File: src/design/atp_pkg.sv
// ----------------------------------------------------------------------------
// atp_pkg
// Shared types, codes and colour tables of the ANSI text terminal parser.
// ----------------------------------------------------------------------------
package atp_pkg;

    // Controller states
    typedef enum logic [1:0] {
        ST_IDLE,
        ST_EXEC,
        ST_SCROLL,
        ST_SGR
    } t_state;

    // Escape parser states
    typedef enum logic [1:0] {
        PS_TEXT = 2'd0,
        PS_ESC  = 2'd1,
        PS_CSI  = 2'd2
    } t_parse;

    // What a byte does, as seen by the controller
    typedef enum logic [1:0] {
        KIND_NONE,
        KIND_ONE,
        KIND_TWO,
        KIND_SGR
    } t_kind;

    // Cell command codes on the result channel
    typedef enum logic [1:0] {
        CMD_DRAW         = 2'd0,
        CMD_CLEAR_CELL   = 2'd1,
        CMD_CLEAR_SCREEN = 2'd2,
        CMD_SCROLL       = 2'd3
    } t_cell_cmd;

    typedef struct packed {
        logic load_byte;
        logic exec;
        logic emit_first;
        logic emit_scroll;
        logic sgr_step;
    } t_dp_cmd;

    typedef struct packed {
        t_kind kind;
        logic  out_free;
        logic  sgr_last;
    } t_dp_status;

    // Configuration register indexes
    localparam logic REG_COLUMNS   = 1'b0;
    localparam logic REG_TEXT_ROWS = 1'b1;

    localparam logic [7:0] COLUMNS_RESET   = 8'd80;
    localparam logic [6:0] TEXT_ROWS_RESET = 7'd25;

    // Character codes
    localparam logic [7:0] CH_BS    = 8'd8;
    localparam logic [7:0] CH_LF    = 8'd10;
    localparam logic [7:0] CH_CR    = 8'd13;
    localparam logic [7:0] CH_ESC   = 8'd27;
    localparam logic [7:0] CH_0     = 8'h30;
    localparam logic [7:0] CH_9     = 8'h39;
    localparam logic [7:0] CH_SEMI  = 8'h3B;
    localparam logic [7:0] CH_H     = 8'h48;
    localparam logic [7:0] CH_J     = 8'h4A;
    localparam logic [7:0] CH_LBRKT = 8'h5B;
    localparam logic [7:0] CH_M     = 8'h6D;

    // Colours
    localparam logic [23:0] COL_DEFAULT  = 24'he6edf3;
    localparam logic [23:0] PANEL_COLOUR = 24'h101920;
    localparam logic [23:0] WHITE_COLOUR = 24'hffffff;
    localparam logic [23:0] DIM_COLOUR   = 24'h8aa0ad;

    function automatic logic [23:0] normal_colour(input logic [2:0] idx);
        logic [23:0] c;
        case (idx)
            3'd0:    c = 24'h1b232b;
            3'd1:    c = 24'hff6b6b;
            3'd2:    c = 24'h68d391;
            3'd3:    c = 24'hf3cc60;
            3'd4:    c = 24'h64b5f6;
            3'd5:    c = 24'hc792ea;
            3'd6:    c = 24'h5fd7e5;
            default: c = 24'he6edf3;
        endcase
        return c;
    endfunction

    function automatic logic [23:0] bright_colour(input logic [2:0] idx);
        logic [23:0] c;
        case (idx)
            3'd0:    c = 24'h8aa0ad;
            3'd7:    c = 24'hffffff;
            default: c = normal_colour(idx);
        endcase
        return c;
    endfunction

endpackage

File: src/design/atp_ctrl.sv
// ----------------------------------------------------------------------------
// atp_ctrl
// Sequencer: takes a byte, executes it, emits results and steps SGR codes.
// ----------------------------------------------------------------------------
module atp_ctrl (
    input  logic                 i_clk,
    input  logic                 i_rst_n,
    input  logic                 i_in_valid,
    output logic                 o_in_ready,
    input  atp_pkg::t_dp_status  i_status,
    output atp_pkg::t_dp_cmd     o_cmd
);

    atp_pkg::t_state r_state;
    atp_pkg::t_state n_state;

    always_ff @(posedge i_clk) begin
        if (!i_rst_n) begin
            r_state <= atp_pkg::ST_IDLE;
        end else begin
            r_state <= n_state;
        end
    end

    always_comb begin
        n_state    = r_state;
        o_in_ready = 1'b0;
        o_cmd      = '0;
        unique case (r_state)
            atp_pkg::ST_IDLE: begin
                o_in_ready = 1'b1;
                if (i_in_valid) begin
                    o_cmd.load_byte = 1'b1;
                    n_state         = atp_pkg::ST_EXEC;
                end
            end
            atp_pkg::ST_EXEC: begin
                unique case (i_status.kind)
                    atp_pkg::KIND_NONE: begin
                        o_cmd.exec = 1'b1;
                        n_state    = atp_pkg::ST_IDLE;
                    end
                    atp_pkg::KIND_SGR: begin
                        o_cmd.exec = 1'b1;
                        n_state    = atp_pkg::ST_SGR;
                    end
                    atp_pkg::KIND_ONE: begin
                        // hold until the result register can take the request
                        if (i_status.out_free) begin
                            o_cmd.exec       = 1'b1;
                            o_cmd.emit_first = 1'b1;
                            n_state          = atp_pkg::ST_IDLE;
                        end
                    end
                    default: begin
                        if (i_status.out_free) begin
                            o_cmd.exec       = 1'b1;
                            o_cmd.emit_first = 1'b1;
                            n_state          = atp_pkg::ST_SCROLL;
                        end
                    end
                endcase
            end
            atp_pkg::ST_SCROLL: begin
                if (i_status.out_free) begin
                    o_cmd.emit_scroll = 1'b1;
                    n_state           = atp_pkg::ST_IDLE;
                end
            end
            default: begin
                o_cmd.sgr_step = 1'b1;
                if (i_status.sgr_last) begin
                    n_state = atp_pkg::ST_IDLE;
                end
            end
        endcase
    end

endmodule

File: src/design/atp_datapath.sv
// ----------------------------------------------------------------------------
// atp_datapath
// Cursor, escape parser, parameter slots, colours and the result register.
// ----------------------------------------------------------------------------
module atp_datapath #(
    parameter int PARAM_SLOTS = 4
) (
    input  logic                 i_clk,
    input  logic                 i_rst_n,
    input  atp_pkg::t_dp_cmd     i_cmd,
    output atp_pkg::t_dp_status  o_status,
    input  logic [7:0]           i_byte,
    input  logic                 i_cfg_valid,
    input  logic                 i_cfg_index,
    input  logic [7:0]           i_cfg_data,
    output logic                 o_out_valid,
    input  logic                 i_out_ready,
    output logic [1:0]           o_out_command,
    output logic [7:0]           o_out_col,
    output logic [6:0]           o_out_row,
    output logic [7:0]           o_out_glyph,
    output logic [23:0]          o_out_fore,
    output logic [23:0]          o_out_back,
    output logic                 o_out_last
);

    localparam int CW = $clog2(PARAM_SLOTS + 1);
    localparam int IW = (PARAM_SLOTS > 1) ? $clog2(PARAM_SLOTS) : 1;

    logic [7:0]       r_byte;
    logic [7:0]       r_col;
    logic [6:0]       r_row;
    atp_pkg::t_parse  r_parse;
    logic [31:0]      r_acc;
    logic [31:0]      r_slots [PARAM_SLOTS];
    logic [CW-1:0]    r_count;
    logic [IW-1:0]    r_sgr_idx;
    logic [23:0]      r_fore;
    logic [23:0]      r_back;
    logic             r_inverse;
    logic [7:0]       r_columns;
    logic [6:0]       r_rows;

    logic             r_out_valid;
    logic [1:0]       r_out_command;
    logic [7:0]       r_out_col;
    logic [6:0]       r_out_row;
    logic [7:0]       r_out_glyph;
    logic [23:0]      r_out_fore;
    logic [23:0]      r_out_back;
    logic             r_out_last;

    // byte execution
    logic [7:0]       n_col;
    logic [6:0]       n_row;
    atp_pkg::t_parse  n_parse;
    logic [31:0]      n_acc;
    logic [CW-1:0]    n_count;
    logic             slot_wr;
    atp_pkg::t_kind   kind;
    logic [1:0]       d_cmd;
    logic [7:0]       d_col;
    logic [6:0]       d_row;
    logic [7:0]       d_glyph;
    logic [23:0]      d_fore;
    logic [23:0]      d_back;
    logic [8:0]       col_inc;
    logic [7:0]       row_inc;
    logic             row_wrap;
    logic [6:0]       nl_row;
    logic [31:0]      acc_mul;
    logic             push;
    logic             geo_ok;

    // SGR step
    logic [31:0]      sgr_p;
    logic             sgr_small;
    logic [6:0]       sgr_v;
    logic             sgr_last;
    logic [23:0]      n_fore;
    logic [23:0]      n_back;
    logic             n_inverse;

    always_comb begin
        n_col   = r_col;
        n_row   = r_row;
        n_parse = r_parse;
        n_acc   = r_acc;
        push    = 1'b0;
        kind    = atp_pkg::KIND_NONE;
        d_cmd   = atp_pkg::CMD_DRAW;
        d_col   = '0;
        d_row   = '0;
        d_glyph = '0;
        d_fore  = '0;
        d_back  = '0;

        geo_ok   = (r_columns != 8'd0) && (r_rows != 7'd0);
        col_inc  = {1'b0, r_col} + 9'd1;
        row_inc  = {1'b0, r_row} + 8'd1;
        row_wrap = row_inc >= {1'b0, r_rows};
        nl_row   = row_wrap ? (r_rows - 7'd1) : row_inc[6:0];
        acc_mul  = {r_acc[28:0], 3'b000} + {r_acc[30:0], 1'b0} + {28'd0, r_byte[3:0]};

        if (!geo_ok) begin
            kind = atp_pkg::KIND_NONE;
        end else if (r_parse == atp_pkg::PS_ESC) begin
            if (r_byte == atp_pkg::CH_LBRKT) begin
                n_parse = atp_pkg::PS_CSI;
            end else begin
                n_parse = atp_pkg::PS_TEXT;
            end
            n_acc = '0;
        end else if (r_parse != atp_pkg::PS_TEXT) begin
            if (r_byte >= atp_pkg::CH_0 && r_byte <= atp_pkg::CH_9) begin
                n_acc = acc_mul;
            end else if (r_byte == atp_pkg::CH_SEMI) begin
                push = 1'b1;
            end else if (r_byte == atp_pkg::CH_J) begin
                n_col   = '0;
                n_row   = '0;
                n_parse = atp_pkg::PS_TEXT;
                n_acc   = '0;
                kind    = atp_pkg::KIND_ONE;
                d_cmd   = atp_pkg::CMD_CLEAR_SCREEN;
                d_back  = atp_pkg::PANEL_COLOUR;
            end else if (r_byte == atp_pkg::CH_H) begin
                n_col   = '0;
                n_row   = '0;
                n_parse = atp_pkg::PS_TEXT;
                n_acc   = '0;
            end else if (r_byte == atp_pkg::CH_M) begin
                // count clears when the SGR walk ends
                push    = 1'b1;
                n_parse = atp_pkg::PS_TEXT;
                kind    = atp_pkg::KIND_SGR;
            end else begin
                n_parse = atp_pkg::PS_TEXT;
                n_acc   = '0;
            end
        end else begin
            if (r_byte == atp_pkg::CH_ESC) begin
                n_parse = atp_pkg::PS_ESC;
            end else if (r_byte == atp_pkg::CH_CR) begin
                kind = atp_pkg::KIND_NONE;
            end else if (r_byte == atp_pkg::CH_LF) begin
                n_col  = '0;
                n_row  = nl_row;
                kind   = row_wrap ? atp_pkg::KIND_ONE : atp_pkg::KIND_NONE;
                d_cmd  = atp_pkg::CMD_SCROLL;
                d_back = atp_pkg::PANEL_COLOUR;
            end else if (r_byte == atp_pkg::CH_BS) begin
                n_col  = (r_col != 8'd0) ? (r_col - 8'd1) : 8'd0;
                kind   = atp_pkg::KIND_ONE;
                d_cmd  = atp_pkg::CMD_CLEAR_CELL;
                d_col  = n_col;
                d_row  = r_row;
                d_back = r_back;
            end else begin
                d_cmd   = atp_pkg::CMD_DRAW;
                d_col   = r_col;
                d_row   = r_row;
                d_glyph = r_byte;
                d_fore  = r_inverse ? r_back : r_fore;
                d_back  = r_inverse ? r_fore : r_back;
                if (col_inc >= {1'b0, r_columns}) begin
                    n_col = '0;
                    n_row = nl_row;
                    kind  = row_wrap ? atp_pkg::KIND_TWO : atp_pkg::KIND_ONE;
                end else begin
                    n_col = col_inc[7:0];
                    kind  = atp_pkg::KIND_ONE;
                end
            end
        end

        n_count = r_count;
        slot_wr = 1'b0;
        if (push) begin
            n_acc = '0;
            // drop values beyond the last slot
            if (r_count < CW'(PARAM_SLOTS)) begin
                slot_wr = 1'b1;
                n_count = r_count + CW'(1);
            end
        end else if (r_parse == atp_pkg::PS_ESC || n_parse == atp_pkg::PS_TEXT) begin
            n_count = '0;
        end
    end

    always_comb begin
        sgr_p     = r_slots[r_sgr_idx];
        sgr_small = (sgr_p[31:7] == 25'd0);
        sgr_v     = sgr_p[6:0];
        sgr_last  = (CW'(r_sgr_idx) + CW'(1)) == r_count;
        n_fore    = r_fore;
        n_back    = r_back;
        n_inverse = r_inverse;
        if (sgr_p == 32'd0) begin
            n_fore    = atp_pkg::COL_DEFAULT;
            n_back    = atp_pkg::PANEL_COLOUR;
            n_inverse = 1'b0;
        end else if (sgr_p == 32'd1) begin
            n_fore = atp_pkg::WHITE_COLOUR;
        end else if (sgr_p == 32'd2) begin
            n_fore = atp_pkg::DIM_COLOUR;
        end else if (sgr_p == 32'd7) begin
            n_inverse = 1'b1;
        end else if (sgr_p == 32'd22 || sgr_p == 32'd27) begin
            n_inverse = 1'b0;
        end else if (sgr_small && sgr_v >= 7'd30 && sgr_v <= 7'd37) begin
            n_fore = atp_pkg::normal_colour(3'(sgr_v - 7'd30));
        end else if (sgr_small && sgr_v >= 7'd90 && sgr_v <= 7'd97) begin
            n_fore = atp_pkg::bright_colour(3'(sgr_v - 7'd90));
        end else if (sgr_small && sgr_v >= 7'd40 && sgr_v <= 7'd47) begin
            n_back = atp_pkg::normal_colour(3'(sgr_v - 7'd40));
        end else if (sgr_small && sgr_v >= 7'd100 && sgr_v <= 7'd107) begin
            n_back = atp_pkg::bright_colour(3'(sgr_v - 7'd100));
        end
    end

    always_ff @(posedge i_clk) begin
        if (!i_rst_n) begin
            r_col     <= '0;
            r_row     <= '0;
            r_parse   <= atp_pkg::PS_TEXT;
            r_acc     <= '0;
            r_count   <= '0;
            r_sgr_idx <= '0;
            r_fore    <= atp_pkg::COL_DEFAULT;
            r_back    <= atp_pkg::PANEL_COLOUR;
            r_inverse <= 1'b0;
            r_columns <= atp_pkg::COLUMNS_RESET;
            r_rows    <= atp_pkg::TEXT_ROWS_RESET;
        end else begin
            if (i_cfg_valid) begin
                if (i_cfg_index == atp_pkg::REG_COLUMNS) begin
                    r_columns <= i_cfg_data;
                end else begin
                    r_rows <= i_cfg_data[6:0];
                end
            end
            if (i_cmd.exec) begin
                r_col   <= n_col;
                r_row   <= n_row;
                r_parse <= n_parse;
                r_acc   <= n_acc;
                r_count <= n_count;
            end
            if (i_cmd.sgr_step) begin
                r_fore    <= n_fore;
                r_back    <= n_back;
                r_inverse <= n_inverse;
                if (sgr_last) begin
                    r_sgr_idx <= '0;
                    r_count   <= '0;
                end else begin
                    r_sgr_idx <= r_sgr_idx + IW'(1);
                end
            end
        end
    end

    always_ff @(posedge i_clk) begin
        if (i_cmd.load_byte) begin
            r_byte <= i_byte;
        end
        if (i_cmd.exec && slot_wr) begin
            r_slots[r_count[IW-1:0]] <= r_acc;
        end
    end

    // result register
    always_ff @(posedge i_clk) begin
        if (!i_rst_n) begin
            r_out_valid <= 1'b0;
        end else if (i_cmd.emit_first || i_cmd.emit_scroll) begin
            r_out_valid <= 1'b1;
        end else if (i_out_ready) begin
            r_out_valid <= 1'b0;
        end
    end

    always_ff @(posedge i_clk) begin
        if (i_cmd.emit_first) begin
            r_out_command <= d_cmd;
            r_out_col     <= d_col;
            r_out_row     <= d_row;
            r_out_glyph   <= d_glyph;
            r_out_fore    <= d_fore;
            r_out_back    <= d_back;
            r_out_last    <= (kind == atp_pkg::KIND_ONE);
        end else if (i_cmd.emit_scroll) begin
            r_out_command <= atp_pkg::CMD_SCROLL;
            r_out_col     <= '0;
            r_out_row     <= '0;
            r_out_glyph   <= '0;
            r_out_fore    <= '0;
            r_out_back    <= atp_pkg::PANEL_COLOUR;
            r_out_last    <= 1'b1;
        end
    end

    assign o_status.kind     = kind;
    assign o_status.out_free = !r_out_valid || i_out_ready;
    assign o_status.sgr_last = sgr_last;

    assign o_out_valid   = r_out_valid;
    assign o_out_command = r_out_command;
    assign o_out_col     = r_out_col;
    assign o_out_row     = r_out_row;
    assign o_out_glyph   = r_out_glyph;
    assign o_out_fore    = r_out_fore;
    assign o_out_back    = r_out_back;
    assign o_out_last    = r_out_last;

    // a waiting result is never overwritten
    a_no_overwrite: assert property (@(posedge i_clk) disable iff (!i_rst_n)
        (i_cmd.emit_first || i_cmd.emit_scroll) |-> (!r_out_valid || i_out_ready))
        else $error("result register overwritten while stalled");

    a_count_bound: assert property (@(posedge i_clk) disable iff (!i_rst_n)
        r_count <= CW'(PARAM_SLOTS))
        else $error("parameter count beyond slot count");

    // the SGR walk only runs over stored parameters and leaves the count clear
    a_sgr_has_params: assert property (@(posedge i_clk) disable iff (!i_rst_n)
        i_cmd.sgr_step |-> (r_count != '0))
        else $error("SGR step with no stored parameter");

    a_sgr_clears: assert property (@(posedge i_clk) disable iff (!i_rst_n)
        (i_cmd.sgr_step && sgr_last) |=> (r_count == '0 && r_sgr_idx == '0))
        else $error("SGR walk did not clear its count");

endmodule

File: src/design/ansi_text_terminal_parser_core.sv
// ----------------------------------------------------------------------------
// ansi_text_terminal_parser_core
// Character stream in, terminal cell commands (draw, clear, scroll) out.
// ----------------------------------------------------------------------------
// Usage:
//   s_axis_* carries one text byte per request. m_axis_* carries cell commands:
//   tuser holds the command code, tdata the cell position, glyph and colours,
//   tlast marks the final command that a byte causes (a byte causes 0 to 2).
//   i_cfg_* writes the column count (index 0) and row count (index 1), always
//   ready; the user writes it only while the block is idle, unchecked here.
// Sequence:
//   A byte is accepted in the idle state, then executed against the cursor and
//   parser state in the execute state. A printable byte that wraps off the
//   bottom row goes on to the scroll state for its scroll command. ESC[...m
//   goes on to the SGR state, which applies the stored SGR codes one a cycle.
// Reset (i_rst_n low, synchronous) homes the cursor, returns the parser to
// text, restores the default colours and geometry 80 x 25.
// When the receiver stalls, the command waits in the output register; the
// next byte is still accepted and held until that register frees up.
// ----------------------------------------------------------------------------
module ansi_text_terminal_parser_core #(
    parameter int PARAM_SLOTS = 4
) (
    input  logic        i_clk,
    input  logic        i_rst_n,
    input  logic        s_axis_tvalid,
    output logic        s_axis_tready,
    input  logic [7:0]  s_axis_tdata,   // [7:0] char_code
    output logic        m_axis_tvalid,
    input  logic        m_axis_tready,
    // [7:0] cell_col, [14:8] cell_row, [22:15] glyph, [46:23] fore_rgb,
    // [70:47] back_rgb, [71] zero
    output logic [71:0] m_axis_tdata,
    output logic [1:0]  m_axis_tuser,   // [1:0] command
    output logic        m_axis_tlast,
    input  logic        i_cfg_valid,
    output logic        o_cfg_ready,
    input  logic        i_cfg_index,
    input  logic [7:0]  i_cfg_data
);

    atp_pkg::t_dp_cmd    cmd;
    atp_pkg::t_dp_status status;
    logic [7:0]          out_col;
    logic [6:0]          out_row;
    logic [7:0]          out_glyph;
    logic [23:0]         out_fore;
    logic [23:0]         out_back;

    atp_ctrl u_ctrl (
        .i_clk      (i_clk),
        .i_rst_n    (i_rst_n),
        .i_in_valid (s_axis_tvalid),
        .o_in_ready (s_axis_tready),
        .i_status   (status),
        .o_cmd      (cmd)
    );

    atp_datapath #(
        .PARAM_SLOTS (PARAM_SLOTS)
    ) u_datapath (
        .i_clk         (i_clk),
        .i_rst_n       (i_rst_n),
        .i_cmd         (cmd),
        .o_status      (status),
        .i_byte        (s_axis_tdata),
        .i_cfg_valid   (i_cfg_valid),
        .i_cfg_index   (i_cfg_index),
        .i_cfg_data    (i_cfg_data),
        .o_out_valid   (m_axis_tvalid),
        .i_out_ready   (m_axis_tready),
        .o_out_command (m_axis_tuser),
        .o_out_col     (out_col),
        .o_out_row     (out_row),
        .o_out_glyph   (out_glyph),
        .o_out_fore    (out_fore),
        .o_out_back    (out_back),
        .o_out_last    (m_axis_tlast)
    );

    assign m_axis_tdata = {1'b0, out_back, out_fore, out_glyph, out_row, out_col};
    assign o_cfg_ready  = 1'b1;

endmodule
File: config.mk
export PLATFORM = sky130hd
export DESIGN_NAME = ansi_text_terminal_parser_core
export DESIGN_NICKNAME = d
export VERILOG_FILES = /design/src/design/atp_pkg.sv /design/src/design/atp_ctrl.sv /design/src/design/atp_datapath.sv /design/src/design/ansi_text_terminal_parser_core.sv
export SDC_FILE = /design/constraint.sdc
export NUM_CORES = 1
export LEC_CHECK = 0
export BUFFER_PORTS_ARGS = -buffer_cell sky130_fd_sc_hd__buf_2
export CAP_MARGIN = 20
export CORE_MARGIN = 3
export CORE_UTILIZATION = 45
export DETAILED_ROUTE_END_ITERATION = 10
export PLACE_DENSITY = 0.75
export SYNTH_ARGS = -nofsm -noshare
export SYNTH_HDL_FRONTEND = slang
export SYNTH_SLANG_ARGS = --single-unit
File: constraint.sdc
create_clock -name i_clk -period 4.5 [get_ports i_clk]
set_input_delay 0.9 -clock i_clk [delete_from_list [all_inputs] [get_ports i_clk]]
set_output_delay 0.9 -clock i_clk [all_outputs]
set_load 0.05 [all_outputs]
==> summary.txt, run 1 <==
HP Start -> u_datapath.r_columns[5]
Worst slew margin -> 40.1%
Layout Nets -> 1912
Slew @ Worst Pin -> 0.899 ns
Post-Route WL -> 42.7 mm
Sw Ratio -> 23.0%
Cell Rows -> 71
Grt ovf -> 0
Placed instance count -> 2266
Max Clock Skew -> 0.0261 ns
# port buffers -> 97
H-tree levels -> 2
Reg power frac -> 51.6%
Worst r2r path cells -> 18
Pwr dens -> 328 nW/um^2
# hold bufs at CTS -> 0
Share of synthesized registers carrying an async set or reset -> 0%
Fin crit share -> 93.1%
TritonCTS clock tree -> built
Routed len/inst -> 18.3 um
Synth Instances -> 1687
Fin area -> 19600 sq um
Final cell count without fillers -> 2331
Post-synth EDFFs -> 210
WS Path Type -> reg -> reg
Hold-critical path depth -> 2
Commonest non-fill, non-tap cell in the layout -> edfxtp_1
Worst-skew pair later-pin latency -> 0.52 ns
Clock Sinks -> 333
Max Freq -> 0.239 GHz
First-pass GRT wire length -> 68.6 mm
Fin. max-slew vios -> 0
Root Driver -> clkbuf_16
Die area -> 40700 sq um
CP endpoint kind -> register
Type of the worst min-delay path -> reg -> reg
Most frequent cells in the layout -> edfxtp_1 (210), nand2_1 (183), nor2_1 (145)
Post-DRT Antenna Nets -> 0
Yosys cell types -> 89
Max Cap Violations -> 0
Syn. warnings -> 0
P_sw -> 1.48 mW
P_int -> 4.95 mW
Die Width -> 202 um
Clock share of power -> 41.7%
Vias post-DR -> 13400
Global Route Usage Sum -> 20.5%
Synth Register Bits -> 333
WHS Endpoint -> u_datapath.r_columns[5]
Number of global-route vias before repair -> 12800
Core Region -> 37700 sq um
Area post-placement -> 18500 sq um
Initial Util -> 45.7%
Hold Fails Final Rpt -> 0
Initial DRC count -> 1126
Bufs on Longest Clock Path -> 3
Status -> complete, no violations
Num CTS Buffers -> 35
Post-CTS Setup Inserts -> 0
Post-Syn Area per Cell -> 10.2 sq um
Fill cells -> 3347
Largest net degree at the start of global routing -> 66
HPWL after detailed placement -> 31.4 mm
Routability cong. -> 0.922
DR pass1 iterations -> 5
Crit path DAT -> 4.41 ns
RR Startpoint -> u_datapath.r_col[4]
Comb power frac -> 6.7%
RSZ-0062 raised after global routing -> false
Leakage -> 7.62 nW
Die height -> 202 um
Reg clk slew, reported paths -> 0.06 ns
Setup violators final -> 0
Worst reg2reg setup slack -> 0.31 ns
Initial antenna violation count -> 0
Critical path fanouts, max -> 26
WP data required -> 4.72 ns
Via density -> 5.77
ANT cells -> 0
Startpoint types -> register
Sum Neg Setup Slack -> 0 ns
Minimum clock period after layout -> 4.19 ns
Drt drc -> 0
Sequential fraction of the synthesis area -> 50.9%
# IOs -> 100
R2R Path End -> u_datapath.r_slots[2][22]
Syn nets -> 1806
Netlist Area Pre-Place -> 17200 sq um
Layout cells sized above 1 -> 13.7%
Area Growth Syn to Fin -> 13.8%
Peak supply drop -> 0.254 mV
Top FF cell, synth -> edfxtp_1
layout make-up:
| class | count | area [sq um] | share of cell area [%] |
|---|---|---|---|
| tap | 511 | 639 | 3.26 |
| inverter | 53 | 203 | 1.03 |
| multi-input combinational | 1211 | 7890 | 40.3 |
| sequential | 333 | 8770 | 44.7 |
| clock buffer | 49 | 950 | 4.85 |
| timing repair buffer | 159 | 1010 | 5.17 |
| clock inverter | 15 | 134 | 0.683 |
kinds of logic (layout without fill, tap and decap cells):
logic type	count (synthesis)	after routing	synth area share (%)
compound gates	413	413	15.2
flops	333	333	50.9
buf+inv	143	276	3.47
fa+ha+maj	97	97	7.14
simple gates	594	594	16.8
mux	52	52	3.65
xor+xnor	53	53	2.74
other cells	2	2	0.0436
per-layer routing:
metal  vias to the layer above  track usage [%]  routed length (um)
met5                         -                0                   0
met4                         0             5.83                1120
met3                        87             2.82                2640
met2                       509             32.8               19600
met1                      6413             29.2               19300
li1                       6436                -                   -
worst max path at each step:
stage,to,slack [ns],from,depth (start not counted)
after global placement,u_datapath.r_acc[28],0.35,u_datapath.r_col[4],18
after floorplan,u_datapath.o_out_back[0],0.05,u_datapath.r_col[3],16
after detailed placement,u_datapath.r_acc[30],0.14,u_datapath.r_col[4],18
after CTS,u_datapath.r_acc[29],0.1,u_datapath.r_col[2],18
final,u_datapath.r_slots[2][22],0.31,u_datapath.r_col[4],18
after global routing,u_datapath.r_row[3],0.006,u_datapath.r_col[2],19
flip-flops by register name (all words and copies together), names as in the netlist, 3 cells and up, named ones only:
register                cells
u_datapath.o_out_row        7
u_datapath.r_columns        8
u_datapath.r_col            8
u_datapath.r_slots        128
u_datapath.o_out_fore      24
u_datapath.r_back          24
u_datapath.r_byte           8
u_datapath.r_row            7
u_datapath.o_out_glyph      8
u_datapath.r_fore          24
u_datapath.o_out_back      24
u_datapath.o_out_col        8
u_datapath.r_acc           32
u_datapath.r_rows           7
u_datapath.r_count          3
through the flow:
step / util, % / setup WS [ns] / hold WS (ns) / total power [mW]
6_report: 52.0 / 0.312 / 0.474 / 6.43
5_1_grt: 52.0 / 0.00617 / 0.496 / 6.63
4_1_cts: 52.0 / 0.0998 / 0.475 / 6.48
3_5_place_dp: 49.1 / 0.137 / 0.467 / 3.81
3_3_place_gp: 49.1 / 0.353 / 0.458 / 3.81
2_1_floorplan: - / 0.0534 / 0.445 / 3.69
power groups by stage:
stage / clock network [mW] / logic [mW] / registers (mW)
after floorplan: 0 / 0.162 / 3.53
after global placement: 0 / 0.425 / 3.38
after detailed placement: 0 / 0.430 / 3.38
after CTS: 2.73 / 0.431 / 3.32
after global routing: 2.84 / 0.463 / 3.32
final: 2.68 / 0.432 / 3.32
synth_stat cells, drive strengths merged (24+ instances only):
master  count  area, sq um
a22oi      27          208
a21oi     132          664
o21ai      90          454
a21o       28          210
nor2      148          561
inv        52          195
mux2i      43          430
nor4       27          181
xnor2      32          288
nor3       35          191
ha         95         1190
nand3      56          280
dfxtp     123         2460
nand2     183          687
and2       24          150
edfxtp    210         6310
clkbuf     69          259
critical path, stage by stage (launching register included):
cell,delay [ns]
dfxtp_1,0.32
and3_1,0.18
and3_1,0.20
nand3_1,0.12
xnor2_2,0.18
ha_1,0.32
and3_1,0.16
a221oi_1,0.27
o221ai_1,0.24
nor2b_1,0.21
nand3b_1,0.12
a21oi_1,0.09
ha_1,0.30
nor2_1,0.06
or2_2,0.32
nor3_1,0.14
buf_4,0.16
and2_2,0.27
buf_12,0.21
timing repair:
action | CTS | global route
resized for setup | 0 | 4
hold endpoints to repair | 0 | 0
setup endpoints to repair | 0 | 30
(Power assumes the default switching activity.)
==> run 2, diff against run 1 <==
--- a/config.mk
+++ b/config.mk
@@ -5,6 +5,7 @@
 export SDC_FILE = /design/constraint.sdc
 export NUM_CORES = 1
 export LEC_CHECK = 0
+export ABC_AREA = 1
 export BUFFER_PORTS_ARGS = -buffer_cell sky130_fd_sc_hd__buf_2
 export CAP_MARGIN = 20
 export CORE_MARGIN = 3
==> run 2 against run 1 <==
First-iteration DRC count increased by 73%. Die area grew 11%. Largest power group unchanged. Flip-flop and latch count stayed put. Clock skew about the same. Power up 24%. Synthesized cell count up 46%.
==> summary.txt, run 2 <==
Fin. max-slew vios -> 0
# port buffers -> 97
Netlist Area Pre-Place -> 19200 sq um
Bufs on Longest Clock Path -> 3
Area Growth Syn to Fin -> 12.6%
Post-synth EDFFs -> 210
Most frequent cells in the layout -> nand2_1 (661), inv_1 (288), nor2_1 (242)
HPWL after detailed placement -> 36.2 mm
Most frequent cell after synthesis -> nand2_1
Startpoint types -> register
Crit-path cells -> buf_4 -> nand2_1 -> nand3_1 -> nand2_1 -> inv_1 -> ha_1 -> inv_1 -> nor2_1 -> nand4_1 -> nand2_1 -> nand3_1 -> nand2_1 -> nor2_1 -> nand3_2 -> nand2_1 -> a21oi_1
TritonCTS clock tree -> built
Max Freq -> 0.241 GHz
Yosys cell types -> 52
# hold bufs at CTS -> 0
Initial Util -> 46.2%
Peak supply drop -> 0.260 mV
Leakage -> 9.66 nW
Adder-Cell Fraction of Synth Area -> 6.41%
Vias post-DR -> 17000
Critical path fanouts, max -> 46
Reg clk slew, reported paths -> 0.06 ns
Core Region -> 41500 sq um
Slowest CP cell -> buf_4
Cell Rows -> 74
Post-synthesis mux area share -> 0.157%
Sequential fraction of the synthesis area -> 45.7%
Via density -> 5.49
Synth Instances -> 2465
Syn nets -> 2584
DR pass1 iterations -> 6
Fin crit share -> 92.1%
Root Driver -> clkbuf_16
Sum Neg Setup Slack -> 0 ns
Num CTS Buffers -> 37
Setup violators final -> 0
Most used cell, CP -> nand2_1
Pwr dens -> 370 nW/um^2
Largest net degree at the start of global routing -> 56
Routed len/inst -> 16.4 um
Post-Route WL -> 50.9 mm
Type of the worst min-delay path -> reg -> reg
Largest area contributor in the netlist -> edfxtp_1
Synth Register Bits -> 333
Share of synthesized registers carrying an async set or reset -> 0%
ANT cells -> 0
Worst path top cell family by delay -> simple AND/OR/NAND/NOR gates
CP endpoint kind -> register
Grt ovf -> 0
Synth Area in Compound Gates -> 11.6%
Global Route Usage Sum -> 21.8%
CP bufs+invs -> 3
Drt drc -> 0
Worst slew margin -> 43.1%
XOR/XNOR Fraction of Synth Area -> 1.46%
Hold Fails Final Rpt -> 0
Initial antenna violation count -> 0
Post-Syn Area per Cell -> 7.78 sq um
Simple-gate share of the synthesized area -> 26.4%
Die height -> 212 um
Layout cells sized above 1 -> 9.71%
Die area -> 45100 sq um
Final core utilization -> 52.1%
Layout Nets -> 2666
H-tree levels -> 2
Max Cap Violations -> 0
Slowest stage delay, CP -> 0.40 ns
Max Clock Skew -> 0.0260 ns
Die Width -> 212 um
Status -> complete, no violations
First-pass GRT wire length -> 80.6 mm
Crit path DAT -> 4.61 ns
Routability cong. -> 1.03
Synth top area cells -> edfxtp_1 (33%), nand2_1 (13%), dfxtp_1 (13%)
Number of global-route vias before repair -> 15800
Final cell count without fillers -> 3107
# IOs -> 100
Placed instance count -> 3036
Post-DRT Antenna Nets -> 0
Commonest non-fill, non-tap cell in the layout -> nand2_1
Synth cell count leaders -> nand2_1 (664), inv_1 (289), nor2_1 (250)
Clock Sinks -> 333
Top FF cell, synth -> edfxtp_1
Synth top area share -> 32.9%
Number of flip-flops in the largest register -> 128
Initial DRC count -> 1951
WS Path Type -> reg -> reg
WP data required -> 4.97 ns
Worst-skew pair later-pin latency -> 0.56 ns
Syn. warnings -> 0
Slew @ Worst Pin -> 0.853 ns
Minimum clock period after layout -> 4.14 ns
Largest family of logic cells by synthesized area -> simple AND/OR/NAND/NOR gates
-- run 2: changes by cell type after synthesis, sizes merged, moves of 26 or more --
cell,change
nand2,+486
inv,+242
nand3,+138
nor2,+106
a21oi,+48
mux2i,-40
o21ai,+33
a22oi,-26
-- run 2: power by group --
| part | switching [mW] | leakage [nW] | internal, mW |
|---|---|---|---|
| registers | 0.0669 | 3.06 | 3.43 |
| clock network | 1.26 | 0.619 | 1.81 |
| logic | 1.09 | 5.99 | 0.320 |
| total | 2.43 | 9.66 | 5.56 |
-- run 2: what timing repair did --
item / CTS / global route
setup buffers: 0 / 3
hold endpoints to repair: 0 / 0
setup endpoints to repair: 0 / 229
resized for setup: 0 / 22
-- run 2: cells by family (layout without fill, tap and decap cells) --
kind of cell    count (synthesis)  count (layout)
compound gates                398             398
xor+xnor                       32              32
fa+ha+maj                      97              97
buf+inv                       389             499
flops                         333             333
mux                             3               3
other cells                     2               2
simple gates                 1211            1211
-- run 2: metal layers --
layer / GRT usage [%] / wire length, um / up-vias
met5: 0 / 0 / -
met4: 7.18 / 1520 / 0
met3: 3.29 / 3100 / 114
met2: 36.3 / 24000 / 628
met1: 29.4 / 22200 / 7952
li1: - / - / 8355
-- run 2: final timing paths --
check,from,to,depth (start not counted),slack [ns]
worst max-delay path,register,u_datapath.r_back[1],16,0.36
worst min-delay path,u_datapath.r_back[18],u_datapath.r_back[18],2,0.48
worst max register to register,register,u_datapath.r_back[1],16,0.36
worst min register to register,u_datapath.r_back[18],u_datapath.r_back[18],2,0.48
-- run 2: area by class of cell --
type | instances | area [sq um]
clock buffers | 56 | 1160
clock inverters | 11 | 92.6
fillers | 3827 | 19900
inverters | 297 | 1110
multi-input cells | 1743 | 8920
flip-flops and latches | 333 | 8770
well taps | 532 | 666
repair buffers | 135 | 867
-- run 2: worst min-delay path, cell delays in order, from the launching register on --
cell     delay (ns)
dfxtp_1        0.32
nand2_1        0.06
a21oi_1        0.05
-- run 2: metrics by stage --
stage | total power, mW | setup WS (ns) | cell area, sq um | hold WS [ns]
final | 7.99 | 0.355 | 21600 | 0.479
after global routing | 8.30 | -0.0436 | 21600 | 0.481
after CTS | 8.02 | 0.00834 | 21500 | 0.480
after detailed placement | 4.95 | 0.0407 | 20200 | 0.468
after global placement | 4.93 | 0.147 | 20200 | 0.463
after floorplan | 4.59 | -0.351 | 19200 | 0.442
==> run 3, diff against run 2 <==
--- a/config.mk
+++ b/config.mk
@@ -11,7 +11,7 @@
 export CORE_MARGIN = 3
 export CORE_UTILIZATION = 45
 export DETAILED_ROUTE_END_ITERATION = 10
-export PLACE_DENSITY = 0.75
+export PLACE_DENSITY = 0.67
 export SYNTH_ARGS = -nofsm -noshare
 export SYNTH_HDL_FRONTEND = slang
 export SYNTH_SLANG_ARGS = --single-unit
==> run 3 against run 2 <==
Count of clock-buffer cells in the layout down 10. Register-to-register slack improved by 0.05 ns. Clock power up 4%. Critical path type unchanged. Utilization is 0.40 points higher. Critical path depth rose by 11. Via count down 1.3%. Fmax rose by 1.2%. Final cell count increased by 0.58%.
==> summary.txt, run 3 (synthesized netlist as in run 2, its figures left out) <==
Area Growth Syn to Fin -> 13.5%
Num CTS Buffers -> 38
Max Freq -> 0.244 GHz
Critical path fanouts, max -> 6
Layout Nets -> 2683
Startpoint types -> register
Routability cong. -> 0.971
Fin crit share -> 91.0%
Routed len/inst -> 16.7 um
Layout cells sized above 1 -> 10.3%
# IOs -> 100
Initial DRC count -> 1526
Die area -> 45100 sq um
Number of global-route vias before repair -> 15900
Most frequent cells in the layout -> nand2_1 (660), inv_1 (286), nor2_1 (242)
Leakage -> 9.78 nW
WL met2 -> 23.6 mm
Bufs on Longest Clock Path -> 3
Vias post-DR -> 16800
Commonest non-fill, non-tap cell in the layout -> nand2_1
Post-route met1 wirelength -> 24.0 mm
Post-Route WL -> 52.0 mm
Die height -> 212 um
Slew @ Worst Pin -> 0.905 ns
Top layer reached by signal wires -> met4
Worst slew margin -> 39.6%
Sum Neg Setup Slack -> 0 ns
# hold bufs at CTS -> 0
Clock Sinks -> 333
Max Clock Skew -> 0.0300 ns
Type of the worst min-delay path -> reg -> reg
Cell Rows -> 74
Global Route Usage Sum -> 22.6%
Via density -> 5.38
WP data required -> 4.94 ns
Drt drc -> 0
Hold Fails Final Rpt -> 0
Fin. max-slew vios -> 0
Post-DRT Antenna Nets -> 0
Worst-skew pair later-pin latency -> 0.57 ns
Final Power -> 8.13 mW
Final core utilization -> 52.5%
Initial Util -> 46.2%
Max Cap Violations -> 0
Reg clk slew, reported paths -> 0.06 ns
Largest net degree at the start of global routing -> 64
DR pass1 iterations -> 6
Setup violators final -> 0
# port buffers -> 97
Pwr dens -> 373 nW/um^2
Worst hold slack -> 0.483 ns
Grt ovf -> 0
Routed met3 length -> 3.06 mm
Peak supply drop -> 0.253 mV
Core Region -> 41500 sq um
Minimum clock period after layout -> 4.10 ns
TritonCTS clock tree -> built
Fin area -> 21800 sq um
Initial antenna violation count -> 0
HPWL after detailed placement -> 37.6 mm
First-pass GRT wire length -> 82.3 mm
Die Width -> 212 um
Crit path DAT -> 4.54 ns
CP endpoint kind -> register
Number of flip-flops in the largest register -> 128
Area post-placement -> 20300 sq um
WS Path Type -> reg -> reg
H-tree levels -> 2
Status -> complete, no violations
ANT cells -> 0
Root Driver -> clkbuf_16
[run 3: cell types whose count changed in the layout (fill, tap and decap cells not counted), moves of 3 or more]
| cell | delta |
|---|---|
| clkbuf_8 | -5 |
| a211oi_1 | +3 |
| clkinv_2 | +5 |
| a211oi_2 | -3 |
| clkbuf_1 | -3 |
| bufinv_16 | +4 |
| clkinv_1 | +3 |
| buf_4 | +13 |
[run 3: cell type report]
type | instances | area, sq um
clock buffer | 46 | 1030
clock inverter | 23 | 250
fill | 3891 | 19700
inverter | 297 | 1110
multi-input combinational | 1743 | 8920
sequential | 333 | 8770
tap | 532 | 666
timing repair buffer | 151 | 1020
[run 3: timing repair]
item                                    CTS  global route
endpoints found under the setup margin    0           229
resized for setup                         0            23
buffers inserted                          0             9
endpoints found under the hold margin     0             0
[run 3: critical path: stages (launching register included)]
cell and delay (ns):
dfxtp_1 0.38, clkinv_1 0.11, nor3_2 0.20, inv_1 0.08, nor2_2 0.12, inv_1 0.07, o21ai_0 0.16, nand2_1 0.09
inv_1 0.06, ha_1 0.22, nand2_1 0.06, inv_1 0.05, nand3_1 0.09, nor2_1 0.05, nor2_1 0.12, nand3_2 0.11
nand3_1 0.10, nand2_1 0.07, a21oi_2 0.18, inv_1 0.06, ha_1 0.31, inv_1 0.06, nand3_1 0.15, inv_1 0.20
nand3_1 0.16, o21ai_0 0.45, inv_1 0.14, nand2_1 0.09
[run 3: per-stage QoR]
step,std cells,setup WS (ns)
after floorplan,2465,-0.351
after global placement,3046,0.105
after detailed placement,3046,0.126
after CTS,3115,0.0626
after global routing,3125,-0.0174
final,3125,0.404
[run 3: worst paths after layout]
kind                          from                        to  slack, ns  cells past startpoint
max            u_datapath.r_col[0]  u_datapath.o_out_back[8]       0.40                     27
min          u_datapath.r_back[10]     u_datapath.r_back[10]       0.48                      2
max reg2reg    u_datapath.r_col[0]  u_datapath.o_out_back[8]       0.40                     27
min reg2reg  u_datapath.r_back[10]     u_datapath.r_back[10]       0.48                      2
[run 3: routing by layer]
layer / track usage (%) / up-vias
met1: 32.0 / 7758
met5: 0 / -
met2: 36.0 / 556
li1: - / 8413
met3: 2.83 / 99
met4: 7.82 / 0
[run 3: power by group]
part           switching (mW)  internal (mW)  total, mW
Sequential             0.0685           3.43       3.50
Combinational            1.09          0.345       1.43
Clock                    1.31           1.89       3.19
Total                    2.46           5.66       8.13
